File: src/hdl/assert_macros.svh
// Assertion helpers for the RTL.
`ifndef ASSERT_MACROS_SVH
`define ASSERT_MACROS_SVH

`ifndef SYNTHESIS

// Property must hold at every rising clock edge outside reset.
`define LPRL_ASSERT(label, clk, rst_n, prop, msg) \
    label: assert property (@(posedge clk) disable iff (!rst_n) prop) else $error(msg);

// Expression must never be true outside reset.
`define LPRL_NEVER(label, clk, rst_n, expr, msg) \
    label: assert property (@(posedge clk) disable iff (!rst_n) !(expr)) else $error(msg);

`else

`define LPRL_ASSERT(label, clk, rst_n, prop, msg)
`define LPRL_NEVER(label, clk, rst_n, expr, msg)

`endif

`endif

File: src/hdl/lprl_pkg.sv
`default_nettype none

package lprl_pkg;

    localparam int IDX_W  = 10;
    localparam int CNT_W  = 11;
    localparam int IP_W   = 32;
    localparam int PORT_W = 4;

    localparam logic KIND_WRITE  = 1'b0;
    localparam logic KIND_LOOKUP = 1'b1;

    typedef struct packed {
        logic [PORT_W-1:0] port;
        logic [IP_W-1:0]   hop;
        logic [IP_W-1:0]   mask;
        logic [IP_W-1:0]   prefix;
    } t_route;

    typedef struct packed {
        logic              kind;
        logic [IDX_W-1:0]  entry_index;
        t_route            route;
        logic [IP_W-1:0]   lookup_address;
    } t_req;

    typedef struct packed {
        logic              hit;
        logic [IP_W-1:0]   hop_address;
        logic [PORT_W-1:0] out_port;
        logic [IDX_W-1:0]  matched_index;
    } t_rsp;

endpackage

`default_nettype wire

File: src/hdl/lprl_walk.sv
`default_nettype none

`include "assert_macros.svh"

// Request sequencer: stores routes, walks the table for lookups,
// tracks the best match and holds the result register.
module lprl_walk
    import lprl_pkg::*;
#(
    parameter int DEPTH = 1024,
    parameter int AW    = 10,
    parameter int CW    = 11
) (
    input  wire logic             i_clk,
    input  wire logic             i_rst_n,
    input  wire logic [CNT_W-1:0] i_active,
    input  wire logic             i_s_valid,
    output logic                  o_s_ready,
    input  wire t_req             i_s_req,
    output logic                  o_m_valid,
    input  wire logic             i_m_ready,
    output t_rsp                  o_m_rsp,
    output logic                  o_wr_en,
    output logic [AW-1:0]         o_wr_addr,
    output t_route                o_wr_data,
    output logic                  o_rd_en,
    output logic [AW-1:0]         o_rd_addr,
    input  wire t_route           i_rd_data
);

    typedef enum logic [1:0] {S_IDLE, S_WALK, S_DONE} t_state;

    t_state            r_state, n_state;
    logic [IP_W-1:0]   r_addr, n_addr;
    logic [CW-1:0]     r_limit, n_limit;
    logic [CW-1:0]     r_issue, n_issue;
    logic              r_pend, n_pend;
    logic [AW-1:0]     r_pend_idx, n_pend_idx;
    logic              r_found, n_found;
    logic [AW-1:0]     r_best_idx, n_best_idx;
    logic [IP_W-1:0]   r_best_mask, n_best_mask;
    logic [IP_W-1:0]   r_best_hop, n_best_hop;
    logic [PORT_W-1:0] r_best_port, n_best_port;
    logic              r_o_valid, n_o_valid;
    t_rsp              r_o_rsp, n_o_rsp;

    logic s_fire;
    logic rd_en;
    logic match;
    logic better;

    assign o_s_ready = (r_state == S_IDLE);
    assign s_fire    = i_s_valid && o_s_ready;

    assign o_wr_en   = s_fire && (i_s_req.kind == KIND_WRITE)
                       && (32'(i_s_req.entry_index) < 32'(DEPTH));
    assign o_wr_addr = AW'(i_s_req.entry_index);
    assign o_wr_data = i_s_req.route;

    assign rd_en     = (r_state == S_WALK) && (r_issue < r_limit);
    assign o_rd_en   = rd_en;
    assign o_rd_addr = r_issue[AW-1:0];

    assign match  = ((r_addr & i_rd_data.mask) == i_rd_data.prefix);
    assign better = !r_found || (i_rd_data.mask > r_best_mask);

    always_comb begin
        n_state     = r_state;
        n_addr      = r_addr;
        n_limit     = r_limit;
        n_issue     = r_issue;
        n_pend      = 1'b0;
        n_pend_idx  = r_pend_idx;
        n_found     = r_found;
        n_best_idx  = r_best_idx;
        n_best_mask = r_best_mask;
        n_best_hop  = r_best_hop;
        n_best_port = r_best_port;
        n_o_valid   = r_o_valid && !i_m_ready;
        n_o_rsp     = r_o_rsp;

        // compare stage, in the cycle after the read is issued
        if (r_pend && match && better) begin
            n_found     = 1'b1;
            n_best_idx  = r_pend_idx;
            n_best_mask = i_rd_data.mask;
            n_best_hop  = i_rd_data.hop;
            n_best_port = i_rd_data.port;
        end

        unique case (r_state)
            S_IDLE: begin
                if (s_fire && (i_s_req.kind == KIND_LOOKUP)) begin
                    n_state = S_WALK;
                    n_addr  = i_s_req.lookup_address;
                    n_issue = '0;
                    n_found = 1'b0;
                    if (32'(i_active) > 32'(DEPTH)) begin
                        n_limit = CW'(DEPTH);
                    end else begin
                        n_limit = CW'(i_active);
                    end
                end
            end
            S_WALK: begin
                if (rd_en) begin
                    n_pend     = 1'b1;
                    n_pend_idx = r_issue[AW-1:0];
                    n_issue    = r_issue + CW'(1);
                end else if (!r_pend) begin
                    n_state = S_DONE;
                end
            end
            S_DONE: begin
                if (!r_o_valid || i_m_ready) begin
                    n_o_valid = 1'b1;
                    n_state   = S_IDLE;
                    if (r_found) begin
                        n_o_rsp.hit           = 1'b1;
                        n_o_rsp.hop_address   = r_best_hop;
                        n_o_rsp.out_port      = r_best_port;
                        n_o_rsp.matched_index = IDX_W'(r_best_idx);
                    end else begin
                        n_o_rsp = '0;
                    end
                end
            end
            default: n_state = S_IDLE;
        endcase
    end

    always_ff @(posedge i_clk) begin
        if (!i_rst_n) begin
            r_state   <= S_IDLE;
            r_pend    <= 1'b0;
            r_found   <= 1'b0;
            r_o_valid <= 1'b0;
            r_issue   <= '0;
            r_limit   <= '0;
        end else begin
            r_state   <= n_state;
            r_pend    <= n_pend;
            r_found   <= n_found;
            r_o_valid <= n_o_valid;
            r_issue   <= n_issue;
            r_limit   <= n_limit;
        end
        r_addr      <= n_addr;
        r_pend_idx  <= n_pend_idx;
        r_best_idx  <= n_best_idx;
        r_best_mask <= n_best_mask;
        r_best_hop  <= n_best_hop;
        r_best_port <= n_best_port;
        r_o_rsp     <= n_o_rsp;
    end

    assign o_m_valid = r_o_valid;
    assign o_m_rsp   = r_o_rsp;

    `LPRL_ASSERT(a_pend_in_range, i_clk, i_rst_n, r_pend |-> (CW'(r_pend_idx) < r_limit), "compare of slot beyond active range")
    `LPRL_ASSERT(a_result_after_walk, i_clk, i_rst_n, $rose(r_o_valid) |-> $past(r_state == S_DONE), "result loaded before walk finished")
    `LPRL_ASSERT(a_miss_zero, i_clk, i_rst_n, (r_o_valid && !r_o_rsp.hit) |-> (r_o_rsp.hop_address == '0 && r_o_rsp.out_port == '0 && r_o_rsp.matched_index == '0), "miss result carries nonzero fields")
    `LPRL_ASSERT(a_lookup_starts, i_clk, i_rst_n, (s_fire && i_s_req.kind == KIND_LOOKUP) |=> (r_state == S_WALK && r_issue == '0), "lookup did not start a walk")
    `LPRL_NEVER(a_write_during_walk, i_clk, i_rst_n, o_wr_en && r_state != S_IDLE, "table write while walking")

endmodule

`default_nettype wire

File: config.mk
export PLATFORM = sky130hd
export DESIGN_NAME = lprl_walk
export DESIGN_NICKNAME = d
export VERILOG_FILES = /design/src/hdl/lprl_pkg.sv /design/src/hdl/lprl_walk.sv
export VERILOG_INCLUDE_DIRS = /design/src /design/src/hdl
export SDC_FILE = /design/constraint.sdc
export NUM_CORES = 1
export LEC_CHECK = 0
export ABC_AREA = 1
export BUFFER_PORTS_ARGS = -buffer_cell sky130_fd_sc_hd__clkbuf_2
export CAP_MARGIN = 40
export CORE_AREA = 4 4 163 165
export DETAILED_ROUTE_END_ITERATION = 10
export DIE_AREA = 0 0 167 169
export PLACE_DENSITY_LB_ADDON = 0.25
export SLEW_MARGIN = 10
export SYNTH_ARGS = -nofsm -noshare
export SYNTH_HDL_FRONTEND = slang
export SYNTH_SLANG_ARGS = --single-unit
File: constraint.sdc
create_clock -name i_clk -period 16.9 [get_ports i_clk]
set_clock_uncertainty 0.1 [all_clocks]
set_input_delay 0.845 -clock i_clk [delete_from_list [all_inputs] [get_ports i_clk]]
set_output_delay 0.845 -clock i_clk [all_outputs]
set_load 0.02 [all_outputs]
# After elaboration in Yosys (flattened, before gate mapping)
# Index checks and enable logic that the tools add are counted.
dict set report classes {
  magnitude_cmp 3
  n_eq_ne 8
  reduce_logical 20
  addsub 1
  bitwise_logic 2
  n_mux 16
}
# operator n
set ops {}
lappend ops {{47-bit 2-to-1 mux} 1}
lappend ops {{11-bit 2-to-1 mux} 3}
lappend ops {{32-bit AND} 1}
lappend ops {{32-bit equality test} 1}
lappend ops {{32-bit > comparator} 1}
lappend ops {{11-bit case mux with 2 select lines} 1}
lappend ops {{11-bit by 1-bit adder with 11-bit output, second input constant} 1}
lappend ops {{11-bit > comparator, second input constant} 1}
lappend ops {{11-bit < comparator} 1}
lappend ops {{2-bit 2-to-1 mux} 4}
lappend ops {{2-bit != test, second input constant} 4}
lappend ops {{2-bit AND reduction} 4}
lappend ops {{1-bit logical AND} 7}
lappend ops {{1-bit 2-to-1 mux} 6}
lappend ops {{2-bit case mux with 3 select lines} 1}
lappend ops {{4-bit AND reduction} 1}
lappend ops {{1-bit zero test} 3}
lappend ops {{3-bit AND reduction} 1}
lappend ops {{2-bit by 1-bit equality test with 1-bit output, second input constant} 1}
lappend ops {{2-bit equality test, second input constant} 1}
lappend ops {{2-bit zero test} 1}
lappend ops {{1-bit logical OR} 2}
lappend ops {{2-bit by 1-bit != test with 1-bit output, second input constant} 1}
lappend ops {{2-bit nonzero test} 1}
lappend ops {{1-bit NOT} 1}
dict set report totals {
  word_cells 66
  reg_bits 194
  output_inout_bits 171
}

# Logic depth before layout (Yosys ltp)
# Gate-level depths: netlist (run 1).
dict set report depth {
  depth_word 7
  ltp_mapped 12
  ltp_nobuf 12
}

# Worst setup path after synthesis (run 1)
# OpenSTA, ideal clock, no wires.
dict set report synth_path {
  path_type {in2reg}
  start {in i_rd_data[47] in the netlist's numbering}
  end {reg r_best_hop[0] (enable)}
  slack_ns 10.751
  arrival_ns 5.509
  path_stages 11
  setup_ns 0.541
  cell_sequence {ha_1 -> nand2_1 -> nor2_1 -> nand2_1 -> nor2_1 -> nand2_1 -> nand3_1 -> nand2_1 -> nand2_1 -> nand2_1 -> a21oi_1}
}
dict set report synth_via {
  elab_chain_cells 4
  word_cells_on_any_way 6
  cone_classes {1 x order compare; 1 x eq/ne; 1 x bitwise; 3 x reduce/logical}
}
# item line
set synth_lines {}
lappend synth_lines {{from (decl)} lprl_walk.sv:28} ;# input wire t_route i_rd_data
lappend synth_lines {{branches (longest 3 deep; another with 32-bit > comparator)} n/a}
lappend synth_lines {{1-bit logical AND *} lprl_walk.sv:83} ;# if (r_pend && match && better) begin
lappend synth_lines {{to (signal assigned)} lprl_walk.sv:152} ;# r_best_hop <= n_best_hop;
lappend synth_lines {{to (decl)} lprl_walk.sv:42} ;# logic [IP_W-1:0] r_best_hop, n_best_hop;
# Every way passes the cells marked *.
# A chain may end at the register's enable or synchronous reset.

# Final worst setup path (run 1)
dict set report layout_path {
  start {in i_rd_data[63] in the netlist's numbering}
  end {reg r_best_idx[1] (enable)}
}
dict set report layout_via {
  elab_chain_cells 4
  word_cells_on_any_way 6
  cone_classes {1 x order compare; 1 x eq/ne; 1 x bitwise; 3 x reduce/logical}
}
# item line
set layout_lines {}
lappend layout_lines {{branches (longest 3 deep; another with 32-bit > comparator)} n/a}
lappend layout_lines {{1-bit logical AND *} lprl_walk.sv:83}
lappend layout_lines {{to (signal assigned)} lprl_walk.sv:150} ;# r_best_idx <= n_best_idx;
lappend layout_lines {{to (decl)} lprl_walk.sv:40} ;# logic [AW-1:0] r_best_idx, n_best_idx;
# Marked as above.

==> flow_summary_export.csv, run 1 <==
group,metric,value,unit
routing,drcViolationCount,0,
setup_path,cpMostUsedCell,"nand2_1",
synth,yosysSeqAreaShare,58.7,%
floorplanning,io_pins,429,
sta,drv_slew,0,
routing,vias_per_cell,4.58,
clock_network,root_buffer,"clkbuf_16",
clock_network,clkLatencyLatePin,430,ps
power,power.density,99.1,nW/um^2
sta,relSlewSlack,43.5,%
setup_path,crit_fanout,56,
synth,syn_nets,1198,
clock_network,cts_tree,"done",
synth,ys_ff_latch,194,
synth,yosys.area_share.adder,5.69,%
placement,dp.cells,1308,
floorplanning,die_w,167,um
routing,firstDrtPassIters,5,
clock_network,cts-resized-gates,0,
clock_network,cts_inserted_buffers,17,
placement,hpwl,16600,um
setup_path,cpLargestDelayFamily,"simple AND/OR/NAND/NOR gates",
power,vdd_drop_max,0.0577,mV
global_route,grt_antenna_before_repair,2,
setup_path,path_cells,"clkbuf_2, ha_1, nand2_1, nor2_1, nand4_1, nor2_1, nand2_1, nand2_1, nand2_1, a21oi_4, buf_4",
synth,netlist_area,9460,sq um
routing,drtAntennaViolNets,0,
sta,timing.setup.tns,0,ps
synth,yosysUniqueCellTypes,36,
hold_path,min_path_type,"register to register",
routing,routed_wl,21700,um
placement,dpl_cell_area,10000,sq um
global_route,gr-usage-met1,19.6,%
sta,fin_crit,3660,ps
global_route,grt_usage,14.9,%
power,total_power,1060,uW
global_route,grt_pass1_vias,5990,
layout,fin_area,10700,sq um
synth,netlist_instances,897,
synth,muxShareOfSynthArea,0,%
synth,yosysWarnings,0,
sta,worst_pin_slew,846,ps
sta,hold_violations,0,
sta,fin_crit_sh,21.7,%
clock_network,clk_pin_slew,80,ps
setup_path,crit_buf_inv,2,
clock_network,clock_path_buffers,2,
setup_path,cp_data_required_time,16850,ps
layout,final_cells,1342,
sta,finalSetupViolCount,0,
run_status,status,"finished, final reports clean",
synth,synth_top_family_by_area,"simple AND/OR/NAND/NOR gates",
clock_network,cts_sinks,194,
layout,syn_to_final_growth,12.8,%
global_route,gr-usage-met3,3.90,%
global_route,grt_busiest_layer,"met2",
global_route,grt_first_pass_wirelength,32900,um
routing,drt_first_iter_violations,457,
sta,hold-worst-slack,317,ps
setup_path,end_kind,"register",
synth,synthXorXnorAreaFrac,1.76,%
floorplanning,core-area,25000,sq um
setup_path,arrival,3610,ps
clock_network,htreeDepth,4,
routing,vias,6143,
floorplanning,fp.dieH,169,um
layout,drive_gt1_share,26.2,%
clock_network,post_cts_buffers,0,
floorplanning,fp-row-count,58,
global_route,grt_util_met2,23.4,%
setup_path,crit_path_top_delay_cell,"buf_4",
job,drv_cap,0,
setup_path,cpPeakStageDelay,700,ps
floorplanning,dieArea,28200,sq um
layout,nNetsFinal,1298,
power,p_leak,0.00482,uW
routing,avgRoutedWirePerCell,16.1,um
synth,synthSimpleGateAreaFrac,15.3,%
global_route,grt_max_degree,57,
clock_network,hold_buffers,0,
placement,place.port_buffers,208,
setup_path,cp-start-kind,"input pin",
placement,gp_congestion,0.850,
setup_path,crit_type,"input pin to register",
global_route,gr-total-overflow,0,
synth,syn_area_per_cell,10.5,sq um
sta,max_clock_freq,0.273,GHz
floorplanning,start_util,37.8,%
layout,fillers,2428,
sta,rsz0062_at_grt,"no",
synth,synth_compound_area_share,3.33,%
cell type report:
class	count	area [sq um]	share of cell area, %
clock inverters	15	220	2.06
diodes	2	5.00	0.0469
well taps	330	413	3.87
repair buffers	212	1080	10.2
flip-flops and latches	194	5560	52.1
clock buffers	17	425	3.99
inverters	128	480	4.50
multi-input cells	444	2480	23.3
cells by family after synthesis:
kind of cell    after synthesis
compound gates               56
xor+xnor                     19
fa+ha+maj                    43
buf+inv                     259
flops                       194
simple gates                326
sequential cells by signal (all words and copies together) (netlist names):
signal       cells
o_m_rsp         47
r_addr          32
r_best_hop      32
r_best_mask     32
r_issue         11
r_limit         11
r_best_idx      10
r_pend_idx      10
r_best_port      4
r_state          2
o_m_valid        1
r_found          1
r_pend           1
worst paths after layout:
check                                startpoint             to  slack (ps)  depth (start not counted)
worst max-delay path              i_rd_data[63]  r_best_idx[1]       13240                         11
worst min-delay path              r_pend_idx[0]  r_best_idx[0]         320                          0
worst max register to register  r_best_mask[31]  r_best_idx[1]       13400                         11
worst min register to register    r_pend_idx[0]  r_best_idx[0]         320                          0
report_power, final:
part | switching [uW] | internal (uW) | leakage, uW | total, uW
logic | 56.5 | 33.0 | 0.00276 | 89.5
registers | 5.49 | 533 | 0.00176 | 538
clock network | 219 | 210 | 0.000310 | 429
total | 281 | 776 | 0.00482 | 1060
placed cells by master, fill, tap and decap left out, types with 2 or more instances in the layout:
cell	netlist	routed
nor3_1	4	4
buf_4	122	3
xnor2_1	3	3
nor3b_1	2	2
inv_12	0	5
nand3_1	31	31
dfxtp_1	27	26
o22ai_1	8	8
or2_2	6	6
nor2b_1	3	3
o21bai_1	2	2
clkbuf_16	0	17
inv_2	3	3
a21oi_1	35	34
edfxtp_1	167	167
nor2_1	52	51
ha_1	43	43
nor2_4	1	2
inv_1	125	125
nand4_1	18	18
clkinv_8	0	5
nand2_1	188	188
inv_6	0	3
diode_2	0	2
o21ai_0	7	7
clkbuf_2	0	208
xor2_1	16	16
nor2_2	3	3
nand3b_1	13	13
synth_stat cells, drive strengths merged:
cell	n	area, sq um
xnor2	3	26.3
or2	7	43.8
nor3b	2	15.0
nand2	189	717
inv	128	480
a211oi	1	12.5
buf	126	940
nand4	19	134
ha	43	538
clkbuf	5	18.8
o21bai	2	15.0
a22oi	1	12.5
nand3b	13	97.6
nor2b	3	18.8
nand3	32	165
nand2b	1	6.26
o21a	1	7.51
nor3	4	20.0
edfxtp	167	5010
a21oi	35	175
o22ai	8	50.1
nor2	56	225
xor2	16	140
a21o	1	7.51
o21ai	7	35.0
dfxtp	27	541
worst register-to-register path, delay by kind of cell, from the launching register on:
kind            cells  cell delay, ps
simple gates        7             920
buf+inv             2             750
compound gates      1             690
flops               1             340
fa+ha+maj           1             280
metrics by stage:
step | util (%) | setup WS (ps)
after floorplan | - | 10750
after global placement | 39.9 | 12810
after detailed placement | 40.0 | 12760
after CTS | 42.6 | 13230
after global routing | 42.6 | 12970
final | 42.6 | 13240
per-layer routing:
metal | share of wire (%) | routed length, um | up-vias
met4 | 2.8 | 609 | 0
met5 | 0 | 0 | -
li1 | - | - | 3039
met3 | 7.5 | 1630 | 56
met1 | 44 | 9560 | 2800
met2 | 46 | 9870 | 248
Power figures use the tool's default switching activity.
==> run 2: changes to the inputs <==
Settings changed: ABC_AREA 1 to 0, CORE_AREA 4 4 163 165 to 4 4 165 167, DIE_AREA 0 0 167 169 to 0 0 169 171.
Clock period 16.9 ns to 3.1 ns, I/O delays scaled along.
==> run 2 against run 1 <==
Flip-flop and latch count unchanged. Largest power group unchanged. Sequential share of layout area decreased by 4.3 points. Die area increased by 2.4%. Critical path depth decreased by 5. Synthesized cell count decreased by 18%. Clock-buffer cell count unchanged. Via count increased by 2.0%. Wire length increased by 4.6%. Setup slack got worse by 13000 ps. Sequential power increased to 5.4 times the previous value. Clock power increased to 5.3 times the previous value. Global-route usage increased by 0.41 points.
==> flow_summary_export.csv, run 2 <==
group,metric,value,unit
run_status,status,"finished, final reports clean",
clock_network,cts-resized-gates,0,
hold_path,min_path_type,"input pin to register",
layout,drive_gt1_share,26.9,%
power,p_int,4260,uW
placement,pre_cts_ws,482,ps
synth,yosysWarnings,0,
synth,ys_ff_latch,194,
routing,avgRoutedWirePerCell,17.4,um
floorplanning,dieArea,28900,sq um
floorplanning,start_util,35.8,%
clock_network,clkLatencyLatePin,430,ps
synth,yosys.area.top_type,"edfxtp_1",
layout,nNetsFinal,1253,
clock_network,clk_pin_slew,70,ps
power,vdd_drop_max,0.345,mV
placement,dpl_cell_area,9850,sq um
routing,vias_per_cell,4.81,
synth,yosys-top-cells-area,"edfxtp_1 54%, buf_4 9.8%, dfxtp_1 5.9%, ha_1 5.8%, and2_1 3.5%",
clock_network,cts_tree,"done",
global_route,grt_usage,15.3,%
synth,async_flop_share,0,%
layout,fin_util,45.1,%
power,seqPwrFrac,51.1,%
synth,synthTopCellsByCount,"167 x edfxtp_1, 120 x buf_4, 51 x and2_1",
synth,yosysSeqAreaShare,60.3,%
synth,netlist_area,9210,sq um
floorplanning,die_w,169,um
routing,drt_first_iter_violations,357,
job,drv_cap,0,
sta,worst_pin_slew,672,ps
layout,largest_reg_flops,47,
routing,drtAntennaViolNets,0,
global_route,gr-total-overflow,0,
sta,relSlewSlack,55.1,%
floorplanning,core-area,25800,sq um
setup_path,end_kind,"output port",
synth,yosys.area.top_type_share,54.4,%
synth,synth_edf_count,167,
layout,fin_area,11600,sq um
layout,syn_to_final_growth,26.1,%
sta,fin_crit,2840,ps
layout,fillers,2360,
setup_path,cp-start-kind,"register",
power,power.density,490,nW/um^2
setup_path,crit_fanout,17,
clock_network,htreeDepth,4,
setup_path,cp_data_required_time,2840,ps
sta,finalWorstSetupSlack,256,ps
placement,hpwl,16400,um
floorplanning,fp.dieH,171,um
power,pwr-share-comb,9.2,%
sta,drv_slew,0,
sta,max_clock_freq,0.352,GHz
routing,firstDrtPassIters,4,
clock_network,root_buffer,"clkbuf_16",
layout,final_common_cell,"clkbuf_2",
synth,ys.flop_type,"edfxtp_1",
routing,drcViolationCount,0,
global_route,grt_max_degree,63,
clock_network,cts_sinks,194,
synth,yosysUniqueCellTypes,59,
sta,rsz0062_at_grt,"no",
power,p_sw_share,25.2,%
placement,gp_congestion,0.849,
layout,final_cell_mix,"208 x clkbuf_2, 167 x edfxtp_1, 114 x dlygate4sd3_1, 51 x and2_1, 46 x inv_1",
floorplanning,io_pins,429,
synth,netlist_instances,732,
clock_network,clock_path_buffers,2,
sta,finalSetupViolCount,0,
sta,hold-worst-slack,55.4,ps
clock_network,post_cts_buffers,0,
global_route,grt_pass1_vias,6190,
global_route,grt_first_pass_wirelength,34300,um
sta,fin_crit_sh,91.7,%
clock_network,hold_buffers,114,
synth,syn_nets,1033,
synth,syn_area_per_cell,12.6,sq um
floorplanning,fp-row-count,59,
power,p_leak,0.00470,uW
sta,hold_violations,0,
clock_network,cts_inserted_buffers,17,
synth,synth_most_common_cell,"edfxtp_1",
placement,place.port_buffers,208,
power,p_sw,1440,uW
global_route,grt_antenna_before_repair,5,
routing,routed_wl,22700,um
routing,vias,6264,
power,p_clk_share,39.7,%
setup_path,crit_type,"register to output port",
setup_path,arrival,2590,ps
-- run 2: cell types whose count changed after synthesis, moves of 8 or more --
cell and delta:
nor2_1 -37, and2_1 +51, o21ai_0 +8, nand3_1 -19, xor2_1 -14, a211oi_1 +10
nand3b_1 -10, nand2_1 -147, and3_1 +10, inv_1 -79
-- run 2: power groups by stage --
stage               Combinational (uW)  Sequential (uW)  Clock, uW
floorplan                          370             2990          0
finish                             524             2910       2260
global placement                   402             2970          0
detailed placement                 407             2970          0
CTS                                526             2910       2340
global route                       575             2910       2450
-- run 2: logic make-up (layout without fill, tap and decap cells) --
kind of cell | after synthesis | after routing | share of synthesized area (%)
buf+inv | 177 | 410 | 12.1
xor+xnor | 4 | 4 | 0.380
fa+ha+maj | 43 | 43 | 5.84
mux | 5 | 5 | 0.543
other cells | 0 | 3 | 0
flops | 194 | 194 | 60.3
simple gates | 192 | 192 | 11.9
compound gates | 117 | 117 | 8.91
-- run 2: area by class of cell --
cell class | count | area, sq um | area share [%]
Antenna cell | 3 | 7.51 | 0.0646
Clock buffer | 17 | 425 | 3.66
Clock inverter | 15 | 196 | 1.69
Inverter | 48 | 180 | 1.55
Multi-Input combinational cell | 361 | 2570 | 22.1
Sequential cell | 194 | 5560 | 47.8
Tap cell | 335 | 419 | 3.61
Timing Repair Buffer | 330 | 2270 | 19.5
-- run 2: worst max-delay path, cell delays in order (launching register included) --
cell      delay (ps)
dfxtp_1          510
ha_1             320
a211oi_1         200
o21ai_0          110
a221o_1          290
inv_1            450
clkbuf_2         280
-- run 2: per-stage QoR --
| stage | TNS (ps) | power (uW) | std cells |
|---|---|---|---|
| global placement | 0 | 3370 | 1154 |
| detailed placement | 0 | 3380 | 1154 |
| finish | 0 | 5700 | 1303 |
| global route | 0 | 5940 | 1303 |
| CTS | 0 | 5770 | 1300 |
| floorplan | -106480 | 3360 | 732 |
-- run 2: worst paths after layout --
check                      from       endpoint  slack [ps]  cells after the start
hold / removal      i_active[9]     r_limit[9]          60                      4
setup reg to reg     r_state[1]        r_found         460                      6
hold reg to reg   r_pend_idx[7]  r_best_idx[7]         310                      0
setup / recovery     r_issue[8]        o_rd_en         260                      6
-- run 2: routing by layer --
layer	wire, um	track usage (%)
met2	10100	23.5
met4	719	6.72
met1	10100	20.3
met3	1690	4.55
met5	27	0
==> run 3: changes to the inputs <==
Settings changed: ABC_AREA 0 to 1, CORE_AREA 4 4 165 167 to 4 4 163 165, DIE_AREA 0 0 169 171 to 0 0 167 169.
==> run 3 against run 2 <==
Sequential share of layout area down 0.94 points. Power increased by 3.7%. Via count up 4.5%. First-iteration DRC count up 14%. Maximum frequency grew 1.6%. Highest routed layer unchanged. Design area rose by 2.0%. Global-route usage grew 1.0 points. Combinational power rose by 18%. Largest cell class unchanged. Hold slack better by 95 ps. Critical path depth is 1 higher. Clock power grew 4%. Die area fell by 2.3%.
==> flow_summary_export.csv, run 3 (synthesized netlist as in run 1, its figures left out) <==
group,metric,value,unit
placement,hpwl,17400,um
routing,firstDrtPassIters,4,
placement,pre_cts_ws,524,ps
layout,final_common_cell,"clkbuf_2",
sta,worst_pin_slew,547,ps
power,pwr-share-comb,10.4,%
clock_network,htreeDepth,4,
power,p_sw,1580,uW
sta,fin_crit_sh,90.3,%
global_route,gr-usage-met1,20.8,%
layout,largest_reg_flops,47,
sta,finalWorstSetupSlack,301,ps
global_route,grt_busiest_layer,"met2",
placement,place.port_buffers,208,
power,power.density,498,nW/um^2
layout,drive_gt1_share,23.8,%
setup_path,arrival,2540,ps
placement,dp.cells,1311,
layout,final_cell_mix,"208 x clkbuf_2, 187 x nand2_1, 167 x edfxtp_1, 125 x inv_1, 117 x dlygate4sd3_1",
routing,vias_per_cell,4.48,
routing,vias,6545,
layout,syn_to_final_growth,25.3,%
layout,fillers,2274,
placement,gp_congestion,0.831,
setup_path,r2r_slack,530,ps
layout,multi_input_comb_area,2480,sq um
setup_path,end_kind,"output port",
sta,max_clock_freq,0.357,GHz
global_route,grt_pass1_vias,6571,
power,p_leak,0.00533,uW
run_status,status,"finished, final reports clean",
sta,finalSetupViolCount,0,
routing,drtAntennaViolNets,0,
routing,avgRoutedWirePerCell,16.2,um
global_route,grt_antenna_before_repair,0,
global_route,grt_util_met2,27.1,%
power,total_power,5910,uW
power,seqPwrFrac,49.7,%
clock_network,clock_path_buffers,2,
layout,nNetsFinal,1418,
setup_path,cp-start-kind,"register",
setup_path,crit_type,"register to output port",
clock_network,cts_sinks,194,
clock_network,cts_inserted_buffers,17,
clock_network,hold_buffers,117,
clock_network,cts-resized-gates,0,
clock_network,post_cts_buffers,0,
routing,drcViolationCount,0,
floorplanning,dieArea,28200,sq um
power,p_int,4330,uW
sta,drv_slew,0,
floorplanning,start_util,37.8,%
sta,fin_crit,2800,ps
setup_path,crit_fanout,16,
global_route,grt_first_pass_wirelength,36100,um
floorplanning,io_pins,429,
setup_path,reg2reg_depth,11,
clock_network,clk_pin_slew,80,ps
hold_path,min_path_type,"input pin to register",
power,p_clk_share,39.9,%
floorplanning,fp-row-count,58,
layout,final_cells,1460,
clock_network,cts_tree,"done",
global_route,grt_usage,16.3,%
sta,rsz0062_at_grt,"no",
clock_network,root_buffer,"clkbuf_16",
floorplanning,core-area,25000,sq um
power,p_sw_share,26.7,%
global_route,gr-usage-met3,4.25,%
floorplanning,fp.dieH,169,um
setup_path,cp_data_required_time,2840,ps
global_route,grt_max_degree,49,
routing,drt_first_iter_violations,408,
routing,routed_wl,23600,um
sta,hold_violations,0,
job,drv_cap,0,
layout,seq_area,5560,sq um
global_route,gr-total-overflow,0,
floorplanning,die_w,167,um
sta,relSlewSlack,63.5,%
power,vdd_drop_max,0.331,mV
clock_network,clkLatencyLatePin,430,ps
layout,diodes,0,
hold_path,worstHoldPathCells,6,
run 3: worst paths after layout:
check	from	end
worst max register to register	r_best_mask[31]	r_best_hop[31]
worst min-delay path	i_rd_data[22]	r_found
worst min register to register	r_pend_idx[3]	r_best_idx[3]
worst max-delay path	r_issue[2]	o_rd_en
run 3: worst max-delay path, stage by stage, from the launching register on:
cell,delay (ps)
dfxtp_1,540
ha_1,310
a21oi_1,150
nand2_1,70
nand3_2,80
nand4_4,260
inv_1,440
clkbuf_2,250
run 3: metrics by stage:
stage,hold WS [ps],instance area [sq um],util [%],setup TNS [ps]
after floorplan,154,9470,-,-103
after CTS,128,11900,47.3,0
after detailed placement,210,10000,40.1,0
final,150,11900,47.3,0
after global placement,210,10000,40.1,0
after global routing,165,11900,47.3,0
run 3: cell type report:
cell class | instances | share of cell area, %
sequential | 194 | 46.9
multi-input combinational | 444 | 21.0
timing repair buffer | 332 | 19.1
inverter | 128 | 4.05
clock buffer | 17 | 3.59
tap | 330 | 3.48
clock inverter | 15 | 1.93
run 3: power by group through the flow:
stage | clock, uW | sequential (uW) | combinational [uW]
floorplan | 0 | 3030 | 440
global placement | 0 | 2990 | 495
detailed placement | 0 | 2990 | 500
CTS | 2430 | 2930 | 621
global route | 2540 | 2940 | 680
finish | 2360 | 2930 | 616
run 3: layer usage:
layer | vias up | wire length, um
met4 | 2 | 441
met1 | 2995 | 10200
met3 | 43 | 1660
li1 | 3273 | -
met5 | - | 41
met2 | 232 | 11200
